**config.mk**
```make
export PLATFORM = sky130hd
export DESIGN_NAME = source_text_tokenizer
export DESIGN_NICKNAME = d
export VERILOG_FILES = /design/src/sv/stt_pkg.sv /design/src/sv/source_text_tokenizer.sv /design/src/sv/stt_lexer.sv /design/src/sv/stt_token_fifo.sv
export SDC_FILE = /design/constraint.sdc
export NUM_CORES = 2
export LEC_CHECK = 0
export ABC_AREA = 1
export ABC_CLOCK_PERIOD_IN_PS = 7250
export BUFFER_PORTS_ARGS = -buffer_cell sky130_fd_sc_hd__buf_2
export CAP_MARGIN = 25
export CORE_MARGIN = 4
export CORE_UTILIZATION = 45
export DETAILED_ROUTE_END_ITERATION = 10
export GPL_TIMING_DRIVEN = 0
export HOLD_SLACK_MARGIN = 0.12
export PLACE_DENSITY = 0.69
export SYNTH_ARGS = -nofsm -noshare
export SYNTH_HDL_FRONTEND = slang
export SYNTH_SLANG_ARGS = --single-unit
export TNS_END_PERCENT = 30
```
**constraint.sdc**
```tcl
create_clock -name aclk -period 7.25 [get_ports aclk]
set_input_delay 1.0875 -clock aclk [delete_from_list [all_inputs] [get_ports aclk]]
set_output_delay 1.0875 -clock aclk [all_outputs]
set_load 0.01 [all_outputs]
```
**src/sv/stt_pkg.sv**
```systemverilog
package stt_pkg;

    localparam int unsigned CODE_W   = 21;
    localparam int unsigned BYTES_W  = 3;
    localparam int unsigned KIND_W   = 3;
    localparam int unsigned LINE_W   = 24;
    localparam int unsigned COL_W    = 16;
    localparam int unsigned OFFSET_W = 32;
    localparam int unsigned LENGTH_W = 16;
    localparam int unsigned VALUE_W  = 63;

    // Default depth of the token queue; a power of two, at least 2.
    localparam int unsigned STT_FIFO_DEPTH = 4;

    localparam logic [KIND_W-1:0] KIND_END     = 3'd0;
    localparam logic [KIND_W-1:0] KIND_IDENT   = 3'd1;
    localparam logic [KIND_W-1:0] KIND_INTEGER = 3'd2;
    localparam logic [KIND_W-1:0] KIND_PUNCT   = 3'd3;
    localparam logic [KIND_W-1:0] KIND_UNKNOWN = 3'd4;

    localparam logic [CODE_W-1:0] CHAR_NUL     = 21'h00;
    localparam logic [CODE_W-1:0] CHAR_NEWLINE = 21'h0A;
    localparam logic [CODE_W-1:0] CHAR_HASH    = 21'h23;
    localparam logic [CODE_W-1:0] CHAR_ZERO    = 21'h30;
    localparam logic [CODE_W-1:0] CHAR_UNDER   = 21'h5F;

    typedef enum logic [1:0] {
        MODE_IDLE,
        MODE_INT,
        MODE_IDENT,
        MODE_COMMENT
    } scan_mode_t;

    typedef struct packed {
        logic [CODE_W-1:0]  code_point;
        logic [BYTES_W-1:0] byte_count;
    } in_item_t;

    typedef struct packed {
        logic [KIND_W-1:0]   token_kind;
        logic [LINE_W-1:0]   token_line;
        logic [COL_W-1:0]    token_column;
        logic [OFFSET_W-1:0] ident_offset;
        logic [LENGTH_W-1:0] ident_length;
        logic [VALUE_W-1:0]  int_value;
        logic                int_overflow;
        logic [CODE_W-1:0]   char_code;
        logic                last_of_run;
    } token_t;

    function automatic logic is_digit(input logic [CODE_W-1:0] c);
        return (c >= 21'h30) && (c <= 21'h39);
    endfunction

    function automatic logic is_letter(input logic [CODE_W-1:0] c);
        return ((c >= 21'h61) && (c <= 21'h7A)) || ((c >= 21'h41) && (c <= 21'h5A));
    endfunction

    function automatic logic is_space(input logic [CODE_W-1:0] c);
        return (c == 21'h20) || ((c >= 21'h09) && (c <= 21'h0D));
    endfunction

    function automatic logic is_punct(input logic [CODE_W-1:0] c);
        return (c >= 21'h21) && (c <= 21'h7E) && !is_digit(c) && !is_letter(c);
    endfunction

endpackage

```
**src/sv/source_text_tokenizer.sv**
```systemverilog
// Channel   Direction  Ports                       Carries
// input     in         s_valid, s_ready, s_item    one code point and its UTF-8 byte count
// result    out        m_valid, m_ready, m_item    one token, last_of_run on its final one
//
// An accepted item is held in the input register and scanned from it once the queue has room;
// its zero, one or two tokens enter the token queue at the edge that ends the scan cycle, and the
// first token is taken from the queue. Items are taken every cycle while the queue has two
// free entries, so one-token items stream at one per cycle; two-token items are held to the
// one-token-per-cycle result port. Synchronous reset empties the input register and queue
// and restarts at line 1, column 0, byte 0; an m_ready stall fills the queue, then drops s_ready.
module source_text_tokenizer #(
    // Depth of the token queue: a power of two, at least 2.
    parameter int unsigned FIFO_DEPTH = stt_pkg::STT_FIFO_DEPTH
) (
    input  logic              aclk,
    input  logic              aresetn,
    input  logic              s_valid,
    output logic              s_ready,
    input  stt_pkg::in_item_t s_item,
    output logic              m_valid,
    input  logic              m_ready,
    output stt_pkg::token_t   m_item
);

    // Input register: holds one item until the token queue has room for it to be scanned.
    logic              in_valid_reg, in_valid_next;
    stt_pkg::in_item_t in_item_reg;

    logic              queue_room;
    logic              step;
    stt_pkg::token_t   tok0, tok1;
    logic [1:0]        tok_count;
    logic [1:0]        push_count;

    // The scan fires only when the queue can take both possible tokens.
    assign step       = in_valid_reg && queue_room;
    assign s_ready    = !in_valid_reg || step;
    assign push_count = step ? tok_count : 2'd0;

    always_comb begin
        in_valid_next = in_valid_reg;
        if (s_valid && s_ready) begin
            in_valid_next = 1'b1;
        end else if (step) begin
            in_valid_next = 1'b0;
        end
    end

    always_ff @(posedge aclk) begin
        if (!aresetn) begin
            in_valid_reg <= 1'b0;
        end else begin
            in_valid_reg <= in_valid_next;
        end
    end

    always_ff @(posedge aclk) begin
        if (s_valid && s_ready) begin
            in_item_reg <= s_item;
        end
    end

    // Scanner state and token formation.
    stt_lexer u_lexer (
        .aclk      (aclk),
        .aresetn   (aresetn),
        .step      (step),
        .item      (in_item_reg),
        .tok0      (tok0),
        .tok1      (tok1),
        .tok_count (tok_count)
    );

    // Tokens wait here for the result channel.
    stt_token_fifo #(
        .DEPTH (FIFO_DEPTH)
    ) u_token_fifo (
        .aclk       (aclk),
        .aresetn    (aresetn),
        .push_count (push_count),
        .push_tok0  (tok0),
        .push_tok1  (tok1),
        .has_room   (queue_room),
        .m_valid    (m_valid),
        .m_ready    (m_ready),
        .m_item     (m_item)
    );

endmodule

```
**src/sv/stt_lexer.sv**
```systemverilog
module stt_lexer (
    input  logic            aclk,
    input  logic            aresetn,
    input  logic            step,
    input  stt_pkg::in_item_t item,
    output stt_pkg::token_t tok0,
    output stt_pkg::token_t tok1,
    output logic [1:0]      tok_count
);

    localparam logic [stt_pkg::VALUE_W-1:0] VALUE_MAX = '1;
    localparam int unsigned WIDE_W = stt_pkg::VALUE_W + 4;

    stt_pkg::scan_mode_t mode_reg, mode_next;
    logic [stt_pkg::VALUE_W-1:0]  accum_reg, accum_next;
    logic                         ovf_reg, ovf_next;
    logic [stt_pkg::OFFSET_W-1:0] start_offset_reg, start_offset_next;
    logic [stt_pkg::LENGTH_W-1:0] run_length_reg, run_length_next;
    logic [stt_pkg::LINE_W-1:0]   start_line_reg, start_line_next;
    logic [stt_pkg::COL_W-1:0]    start_column_reg, start_column_next;
    logic [stt_pkg::LINE_W-1:0]   line_reg, line_next;
    logic [stt_pkg::COL_W-1:0]    column_reg, column_next;
    logic [stt_pkg::OFFSET_W-1:0] position_reg, position_next;

    logic [stt_pkg::CODE_W-1:0]   c;
    logic [stt_pkg::COL_W-1:0]    col;
    logic [WIDE_W-1:0]            wide;
    logic [stt_pkg::LENGTH_W:0]   len_sum;
    logic                         ident_char;
    logic                         run_idle;
    logic                         have_a, have_b;
    stt_pkg::token_t              tok_a, tok_b;

    always_comb begin
        c          = item.code_point;
        col        = (column_reg != '1) ? column_reg + 1'b1 : column_reg;
        ident_char = stt_pkg::is_letter(c) || stt_pkg::is_digit(c) || (c == stt_pkg::CHAR_UNDER);
        // Times ten as two shifted adds, plus the new digit.
        wide    = ({4'b0, accum_reg} << 3) + ({4'b0, accum_reg} << 1)
                  + WIDE_W'(c - stt_pkg::CHAR_ZERO);
        len_sum = {1'b0, run_length_reg} + (stt_pkg::LENGTH_W + 1)'(item.byte_count);

        mode_next         = mode_reg;
        accum_next        = accum_reg;
        ovf_next          = ovf_reg;
        start_offset_next = start_offset_reg;
        run_length_next   = run_length_reg;
        start_line_next   = start_line_reg;
        start_column_next = start_column_reg;
        line_next         = line_reg;
        column_next       = col;
        position_next     = position_reg + stt_pkg::OFFSET_W'(item.byte_count);

        tok_a    = '0;
        tok_b    = '0;
        have_a   = 1'b0;
        have_b   = 1'b0;
        run_idle = 1'b0;

        unique case (mode_reg)
            stt_pkg::MODE_INT: begin
                if (stt_pkg::is_digit(c)) begin
                    if (ovf_reg || (|wide[WIDE_W-1:stt_pkg::VALUE_W])) begin
                        accum_next = VALUE_MAX;
                        ovf_next   = 1'b1;
                    end else begin
                        accum_next = wide[stt_pkg::VALUE_W-1:0];
                    end
                end else begin
                    have_a             = 1'b1;
                    tok_a.token_kind   = stt_pkg::KIND_INTEGER;
                    tok_a.token_line   = start_line_reg;
                    tok_a.token_column = start_column_reg;
                    tok_a.int_value    = accum_reg;
                    tok_a.int_overflow = ovf_reg;
                    mode_next          = stt_pkg::MODE_IDLE;
                    run_idle           = 1'b1;
                end
            end
            stt_pkg::MODE_IDENT: begin
                if (ident_char) begin
                    run_length_next = len_sum[stt_pkg::LENGTH_W] ? '1
                                      : len_sum[stt_pkg::LENGTH_W-1:0];
                end else begin
                    have_a             = 1'b1;
                    tok_a.token_kind   = stt_pkg::KIND_IDENT;
                    tok_a.token_line   = start_line_reg;
                    tok_a.token_column = start_column_reg;
                    tok_a.ident_offset = start_offset_reg;
                    tok_a.ident_length = run_length_reg;
                    mode_next          = stt_pkg::MODE_IDLE;
                    run_idle           = 1'b1;
                end
            end
            stt_pkg::MODE_COMMENT: begin
                if ((c == stt_pkg::CHAR_NEWLINE) || (c == stt_pkg::CHAR_NUL)) begin
                    mode_next = stt_pkg::MODE_IDLE;
                    run_idle  = 1'b1;
                end
            end
            default: begin
                run_idle = 1'b1;
            end
        endcase

        if (run_idle) begin
            tok_b.token_line   = line_reg;
            tok_b.token_column = col;
            priority if (c == stt_pkg::CHAR_NUL) begin
                have_b           = 1'b1;
                tok_b.token_kind = stt_pkg::KIND_END;
            end else if (c == stt_pkg::CHAR_NEWLINE) begin
                line_next   = (line_reg != '1) ? line_reg + 1'b1 : line_reg;
                column_next = '0;
            end else if (stt_pkg::is_space(c)) begin
                // Whitespace only moves the counters.
            end else if (c == stt_pkg::CHAR_HASH) begin
                mode_next = stt_pkg::MODE_COMMENT;
            end else if (stt_pkg::is_digit(c)) begin
                mode_next         = stt_pkg::MODE_INT;
                accum_next        = stt_pkg::VALUE_W'(c - stt_pkg::CHAR_ZERO);
                ovf_next          = 1'b0;
                start_line_next   = line_reg;
                start_column_next = col;
            end else if (stt_pkg::is_letter(c)) begin
                mode_next         = stt_pkg::MODE_IDENT;
                start_offset_next = position_reg;
                run_length_next   = stt_pkg::LENGTH_W'(item.byte_count);
                start_line_next   = line_reg;
                start_column_next = col;
            end else if (stt_pkg::is_punct(c)) begin
                have_b           = 1'b1;
                tok_b.token_kind = stt_pkg::KIND_PUNCT;
                tok_b.char_code  = c;
            end else begin
                have_b           = 1'b1;
                tok_b.token_kind = stt_pkg::KIND_UNKNOWN;
                tok_b.char_code  = c;
            end
        end

        tok0             = have_a ? tok_a : tok_b;
        tok0.last_of_run = !(have_a && have_b);
        tok1             = tok_b;
        tok1.last_of_run = 1'b1;
        tok_count        = {1'b0, have_a} + {1'b0, have_b};
    end

    always_ff @(posedge aclk) begin
        if (!aresetn) begin
            mode_reg         <= stt_pkg::MODE_IDLE;
            accum_reg        <= '0;
            ovf_reg          <= 1'b0;
            start_offset_reg <= '0;
            run_length_reg   <= '0;
            start_line_reg   <= stt_pkg::LINE_W'(1);
            start_column_reg <= '0;
            line_reg         <= stt_pkg::LINE_W'(1);
            column_reg       <= '0;
            position_reg     <= '0;
        end else if (step) begin
            mode_reg         <= mode_next;
            accum_reg        <= accum_next;
            ovf_reg          <= ovf_next;
            start_offset_reg <= start_offset_next;
            run_length_reg   <= run_length_next;
            start_line_reg   <= start_line_next;
            start_column_reg <= start_column_next;
            line_reg         <= line_next;
            column_reg       <= column_next;
            position_reg     <= position_next;
        end
    end

endmodule

```
**src/sv/stt_token_fifo.sv**
```systemverilog
module stt_token_fifo #(
    parameter int unsigned DEPTH = stt_pkg::STT_FIFO_DEPTH
) (
    input  logic            aclk,
    input  logic            aresetn,
    input  logic [1:0]      push_count,
    input  stt_pkg::token_t push_tok0,
    input  stt_pkg::token_t push_tok1,
    output logic            has_room,
    output logic            m_valid,
    input  logic            m_ready,
    output stt_pkg::token_t m_item
);

    localparam int unsigned PTR_W = (DEPTH > 1) ? $clog2(DEPTH) : 1;
    localparam int unsigned CNT_W = $clog2(DEPTH + 1);

    stt_pkg::token_t   entries_reg [DEPTH];
    logic [PTR_W-1:0]  wr_ptr_reg, wr_ptr_next;
    logic [PTR_W-1:0]  rd_ptr_reg, rd_ptr_next;
    logic [CNT_W-1:0]  count_reg, count_next;
    logic [PTR_W-1:0]  wr_ptr_plus1;
    logic              pop;

    assign pop          = m_valid && m_ready;
    assign m_valid      = (count_reg != '0);
    assign m_item       = entries_reg[rd_ptr_reg];
    // Two free entries are needed, since one item can leave two tokens.
    assign has_room     = (count_reg <= CNT_W'(DEPTH - 2));
    assign wr_ptr_plus1 = wr_ptr_reg + PTR_W'(1);

    always_comb begin
        wr_ptr_next = wr_ptr_reg + PTR_W'(push_count);
        rd_ptr_next = rd_ptr_reg + PTR_W'(pop);
        count_next  = count_reg + CNT_W'(push_count) - CNT_W'(pop);
    end

    always_ff @(posedge aclk) begin
        if (push_count != 2'd0) begin
            entries_reg[wr_ptr_reg] <= push_tok0;
        end
        if (push_count == 2'd2) begin
            entries_reg[wr_ptr_plus1] <= push_tok1;
        end
    end

    always_ff @(posedge aclk) begin
        if (!aresetn) begin
            wr_ptr_reg <= '0;
            rd_ptr_reg <= '0;
            count_reg  <= '0;
        end else begin
            wr_ptr_reg <= wr_ptr_next;
            rd_ptr_reg <= rd_ptr_next;
            count_reg  <= count_next;
        end
    end

endmodule
```
=== Yosys cells after proc, flatten, opt, wreduce, memory -nomap -nowiden ===
Memory sizes are Yosys's and may differ from the RTL's. A register that Yosys moved wholly into a read port is not among the register bits.
Cells that the tools add are included.

* Add/sub/neg operators: 14
* $lt $le $gt $ge: 11
* Equality and inequality tests: 10
* Muxes and demuxes: 89
* Bitwise gates (word level): 5
* Reductions and logical operators: 31

{| class="wikitable"
|+ Operator list
! operator !! count
|-
| two-way mux 63 bit || 9
|-
| two-way mux 16 bit || 16
|-
| two-way mux 177 bit || 1
|-
| two-way mux 21 bit || 7
|-
| two-way mux 64 bit || 2
|-
| two-way mux 89 bit || 1
|-
| one-hot mux 42 bit (2 select lines) || 1
|-
| adder 66 x 64 -> 67 bit || 1
|-
| adder 67 bit || 1
|-
| <= comparator 21 x 7 -> 1 bit (second input constant) || 3
|-
| two-way mux 24 bit || 2
|-
| two-way mux 48 bit || 1
|-
| subtractor 21 x 6 -> 22 bit (second input constant) || 2
|-
| two-way mux 43 bit || 1
|-
| equality test 21 x 6 -> 1 bit (second input constant) || 2
|-
| greater-or-equal comparator 21 x 6 -> 1 bit (second input constant) || 2
|-
| greater-or-equal comparator 21 x 7 -> 1 bit (second input constant) || 2
|-
| two-way mux 42 bit || 1
|-
| adder 32 x 3 -> 32 bit || 1
|-
| two-way mux 1 bit || 25
|-
| adder 24 x 1 -> 24 bit (second input constant) || 1
|-
| two-way mux 2 bit || 12
|-
| != test 24 bit (second input constant) || 1
|-
| equality test 21 x 4 -> 1 bit (second input constant) || 1
|-
| 31 further kinds || 64
|}

* Flip-flop bits (word level): 258
* Bits in writable memories: 708
* Input bits: 28
* Output and inout port bits: 179
* Logic and storage cells: 177
* Memories kept: 1

{| class="wikitable"
|+ Memories
! name !! depth !! bits a word !! rd ports !! clocked after memory_dff !! wr ports !! line !! RTL
|-
| u_token_fifo.entries_reg || 4 || 177 || 1 || 1 || 2 || stt_token_fifo.sv:18 || <nowiki>stt_pkg::token_t entries_reg [DEPTH];</nowiki>
|}

=== Longest topological paths before layout ===
* Depth after elaboration: 15
* Gate-level depth with buffers: 30
* Mapped depth without buffers: 28

=== Hierarchy ===
Synthesis repeated with hierarchy kept, for this count alone.

* Cell total of the unflattened synthesis: 7244
* Area, all modules: 57074.7 um^2

{| class="wikitable"
|+ Modules (own cells, without submodules)
! module !! times used !! cells an instance !! area an instance (um^2)
|-
| stt_token_fifo || 1 || 3526 || 34271.6
|-
| stt_lexer || 1 || 3681 || 22008.6
|-
| source_text_tokenizer || 1 || 37 || 794.5
|}

=== Worst setup path before layout ===
Ideal clock, no wire load.

* Path type: reg2reg
* Start point: register in_item_reg[11] (netlist bit)
* End point: register u_lexer.accum_reg[25] (netlist bit)
* Setup time: 0.132 ns
* Arrival: 6.859 ns
* Required time: 7.118 ns
* Setup slack: 0.259 ns
* Stages on the path, launching flop included: 25
* Path buffers: 1
* Path through: edfxtp_1 nor2_2 nand2_1 nor2_2 nand2_2 a21oi_1 inv_1 fa_1 inv_1 ha_1 nand2_1 nor2_1 nand2_1 nor2_1 and3_1 nand2_1 nand3_1 nand2_1 nor2_2 nand2_1 nor2_4 buf_2 nand2_1 nand2_1 a21oi_1

* Cells in the longest elaborated chain, start to end: 13
* Elaborated cells between the ends (all ways): 40

{| class="wikitable"
|+ RTL lines
! item !! line !! RTL
|-
| start, declared || source_text_tokenizer.sv:27 || <nowiki>stt_pkg::in_item_t in_item_reg;</nowiki>
|-
| start signal, assigned || source_text_tokenizer.sv:59 || <nowiki>in_item_reg <= s_item;</nowiki>
|-
| subtractor 21 x 6 -> 22 bit || stt_lexer.sv:40, stt_lexer.sv:121 ||
|-
| adder 67 bit || stt_lexer.sv:40 || <nowiki>+ WIDE_W'(c - stt_pkg::CHAR_ZERO);</nowiki>
|-
| OR reduction 4 bit || stt_lexer.sv:63 || <nowiki>if (ovf_reg || (|wide[WIDE_W-1:stt_pkg::VALUE_W])) begin</nowiki>
|-
| logical OR 1 bit || stt_lexer.sv:63 ||
|-
| two-way mux 63 bit || stt_lexer.sv:63 ||
|-
| two-way mux 63 bit || stt_lexer.sv:62 || <nowiki>if (stt_pkg::is_digit(c)) begin</nowiki>
|-
| two-way mux 63 bit || stt_lexer.sv:60 || <nowiki>unique case (mode_reg)</nowiki>
|-
| two-way mux 63 bit || stt_lexer.sv:119 || <nowiki>end else if (stt_pkg::is_digit(c)) begin</nowiki>
|-
| two-way mux 63 bit || stt_lexer.sv:117 || <nowiki>end else if (c == stt_pkg::CHAR_HASH) begin</nowiki>
|-
| two-way mux 63 bit || stt_lexer.sv:115 || <nowiki>end else if (stt_pkg::is_space(c)) begin</nowiki>
|-
| two-way mux 63 bit || stt_lexer.sv:112 || <nowiki>end else if (c == stt_pkg::CHAR_NEWLINE) begin</nowiki>
|-
| two-way mux 63 bit || stt_lexer.sv:109 || <nowiki>priority if (c == stt_pkg::CHAR_NUL) begin</nowiki>
|-
| two-way mux 63 bit * || stt_lexer.sv:106 || <nowiki>if (run_idle) begin</nowiki>
|-
| end signal, assigned || stt_lexer.sv:163 || <nowiki>accum_reg <= accum_next;</nowiki>
|-
| end, declared || stt_lexer.sv:15 || <nowiki>logic [stt_pkg::VALUE_W-1:0] accum_reg, accum_next;</nowiki>
|}

Every way passes the cells marked *; elsewhere a longest branch is shown, timed or not.
A chain may end at the register's enable or synchronous reset.

==> run metrics <==
I/O Buffers 206; largest net degree at the start of global routing 62; WL per Instance 20.0 µm; CTS buffer count 103; R2R depth 26; minimum clock period 6.84 ns; Worst EP required 7.87 ns; min-delay src u_lexer.start_offset_reg[25]; TNS Setup 0 ns; Yosys reg bits 966; max_slew headroom 22.8%; Pre-Repair DR Iteration Count 6; CP max FO 10; # IOs 207; initial antenna violation count 11; RSZ-0062 raised after global routing no; fraction of layout cells with a size suffix above 1 8.05%; Worst Path Arrival around 7.5 ns; final hold violations 0; synth unique cells 59; Initial Utilization 45.4%; Worst VDD drop 0.187 mV; post-synthesis cell count 6,606; CTS clk-pin slew, worst paths 0.06 ns; syn avg cell area 7.50 µm²; DR DRC count 0; Syn-to-layout area delta 13.6%; number of global-route vias before repair approximately 45,000; Netlist Area Pre-Place 49,500 µm²; worst r2r dst u_token_fifo.entries_reg[2][89]; Yosys warnings 0; Pleak 21.8 nW; Final Wtd Congestion just under 1; first-pass GRT wire length 258,000 µm; CTS tree built; most common cell after layout, fill and taps aside nand2_1; CP max stage cell nand2_1; critical path's largest stage delay 0.83 ns; CP Launch Type register; Fmax 146 MHz; DRT iter0 DRCs 5,224; Setup Skew 0.0484 ns; pwr dens ~260 nW/µm²; Buf/Inv on CP 9; clk sinks 966; final core utilization 51.6%; All-Layer GR Usage 28.2%; final setup fails 0; CTS Buffer Depth 3; HP Class reg -> reg; Worst path top cell family by delay simple AND/OR/NAND/NOR gates; register area share after synthesis between 40% and 50%; CP endpoint kind register; final WL 169,000 µm; clk root buf clkbuf_16; post-DP HPWL 123,000 µm; hold endpoint u_lexer.start_offset_reg[25]; worst hold slack 0.445 ns; status complete, no violations; core footprint between 100,000 and 150,000 µm²; r2r startpoint in_item_reg[12]; worst skew pair latency 0.71 ns; R2R Setup Slk around 0.4 ns; hold-critical path depth 2; global route total overflow 0; Final #Nets slightly above 7,000; commonest cells after routing, fill and taps aside 1,552 x nand2_1, 998 x o21ai_0, 744 x nor2_1, 686 x dfxtp_1, 545 x inv_1; max-slew violation count 0; die width around 340 µm; H-tree levels 3; die area ~120,000 µm²; max-cap violation count 0; crit path kind reg -> reg; Worst-Margin Slew 1.16 ns; number of vias per cell 5.64; num rows 121; Final Cycle Share 94.3%; ANT nets after route 0; total number of vias roughly 48,000; Die Y 340 µm; syn nets 6,789; flip-flop count of the largest register after layout approximately 700
## area by class of cell
class	count	area (µm²)
inverters	558	2110
well taps	1414	1770
multi-input cells	4695	23700
repair buffers	230	1460
clock buffers	146	2960
fillers	10600	52700
clock inverters	38	504
diodes	4	10.0
flip-flops and latches	966	22100
plain buffers	387	1630
## worst register-to-register path: cells and delay by family, from the launching register on
family	cells	cell delay, ns
adders and majority gates	1	0.29
and+or+nand+nor	13	2.89
DFF	1	0.50
AOI/OAI and AO/OA	3	0.41
buffers and inverters	9	2.65
## cell families (layout without fill, tap and decap cells)
kind of cell | count (synthesis) | count (layout) | synth area share [%]
and+or+nand+nor | 2620 | 2620 | 21.2
AOI/OAI and AO/OA | 1813 | 1813 | 19.8
DFF | 966 | 966 | 44.7
buffers and inverters | 945 | 1359 | 7.51
adders and majority gates | 155 | 155 | 4.90
xor gates and xnor gates | 107 | 107 | 1.89
other | 0 | 4 | 0
## how the worst max path moves through the flow
stage                                       to             from  depth (start not counted)  slack (ns)
5_1_grt        u_token_fifo.entries_reg[2][78]  in_item_reg[13]                         26        0.12
3_3_place_gp             u_lexer.accum_reg[38]  in_item_reg[21]                         24       -2.20
4_1_cts         u_token_fifo.entries_reg[1][2]  in_item_reg[12]                         26        0.04
2_1_floorplan            u_lexer.accum_reg[25]  in_item_reg[11]                         24        0.26
6_report       u_token_fifo.entries_reg[2][89]  in_item_reg[12]                         26        0.41
3_5_place_dp    u_token_fifo.entries_reg[1][2]  in_item_reg[12]                         26        0.07
## repair_timing
| action | CTS | global route |
|---|---|---|
| hold endpoints to repair | 0 | 0 |
| buffers inserted | 0 | 0 |
| resized for setup | 0 | 1 |
| hold buffers | 0 | 0 |
| setup endpoints to repair | 0 | 1 |
## layer usage
| layer | wire length [µm] | GRT usage [%] |
|---|---|---|
| met1 | 68900 | 36.7 |
| met4 | 7200 | 11.2 |
| met5 | 26 | 0 |
| met3 | 13700 | 5.02 |
| met2 | 79000 | 46.6 |
## report_power, final
group | switching [mW] | total [mW] | internal [mW]
Combinational | 2.68 | 3.73 | 1.05
Sequential | 0.0705 | 5.75 | 5.68
Clock | 2.27 | 5.41 | 3.14
Total | 5.02 | 14.9 | 9.87
## Yosys cell counts, drive strengths merged
cell        n  area share (%)
nand2    1561              12
o21ai    1050              11
nor2      766             6.0
dfxtp     686              28
inv       557             4.2
a21oi     378             3.8
o22ai     337             4.3
clkbuf    315             2.4
edfxtp    280              17
nand3     140             1.4
ha         90             2.3
buf        72            0.89
nor3       70            0.72
fa         65             2.6
xor2       62             1.1
xnor2      45            0.80
nand4      37            0.50
nor4       21            0.30
o21bai     15            0.23
a31oi      11            0.14
nand3b      8            0.12
or2         6           0.076
nor3b       5           0.086
o211ai      5           0.096
and3        4           0.051
a22oi       3           0.045
and2        2           0.025
o21a        2           0.030
o31ai       2           0.030
a2111oi     1           0.018
a211oi      1           0.015
a21boi      1           0.015
a221oi      1           0.018
a31o        1           0.018
clkinv      1          0.0076
o211a       1           0.020
o22a        1           0.018
o311ai      1           0.018
o31a        1           0.018
o41ai       1           0.018
## through the flow
| stage | setup WS, ns | instances | power (mW) | cell area [µm²] |
|---|---|---|---|---|
| 2_1_floorplan | 0.259 | 6606 | 7.80 | 49500 |
| 5_1_grt | 0.122 | 8438 | 15.5 | 56300 |
| 3_5_place_dp | 0.0736 | 8249 | 9.57 | 52800 |
| 4_1_cts | 0.0447 | 8433 | 14.9 | 56200 |
| 6_report | 0.410 | 8438 | 14.9 | 56300 |
| 3_3_place_gp | -2.20 | 8226 | 9.50 | 52300 |
Note: power is estimated with default switching activity, not from simulation.
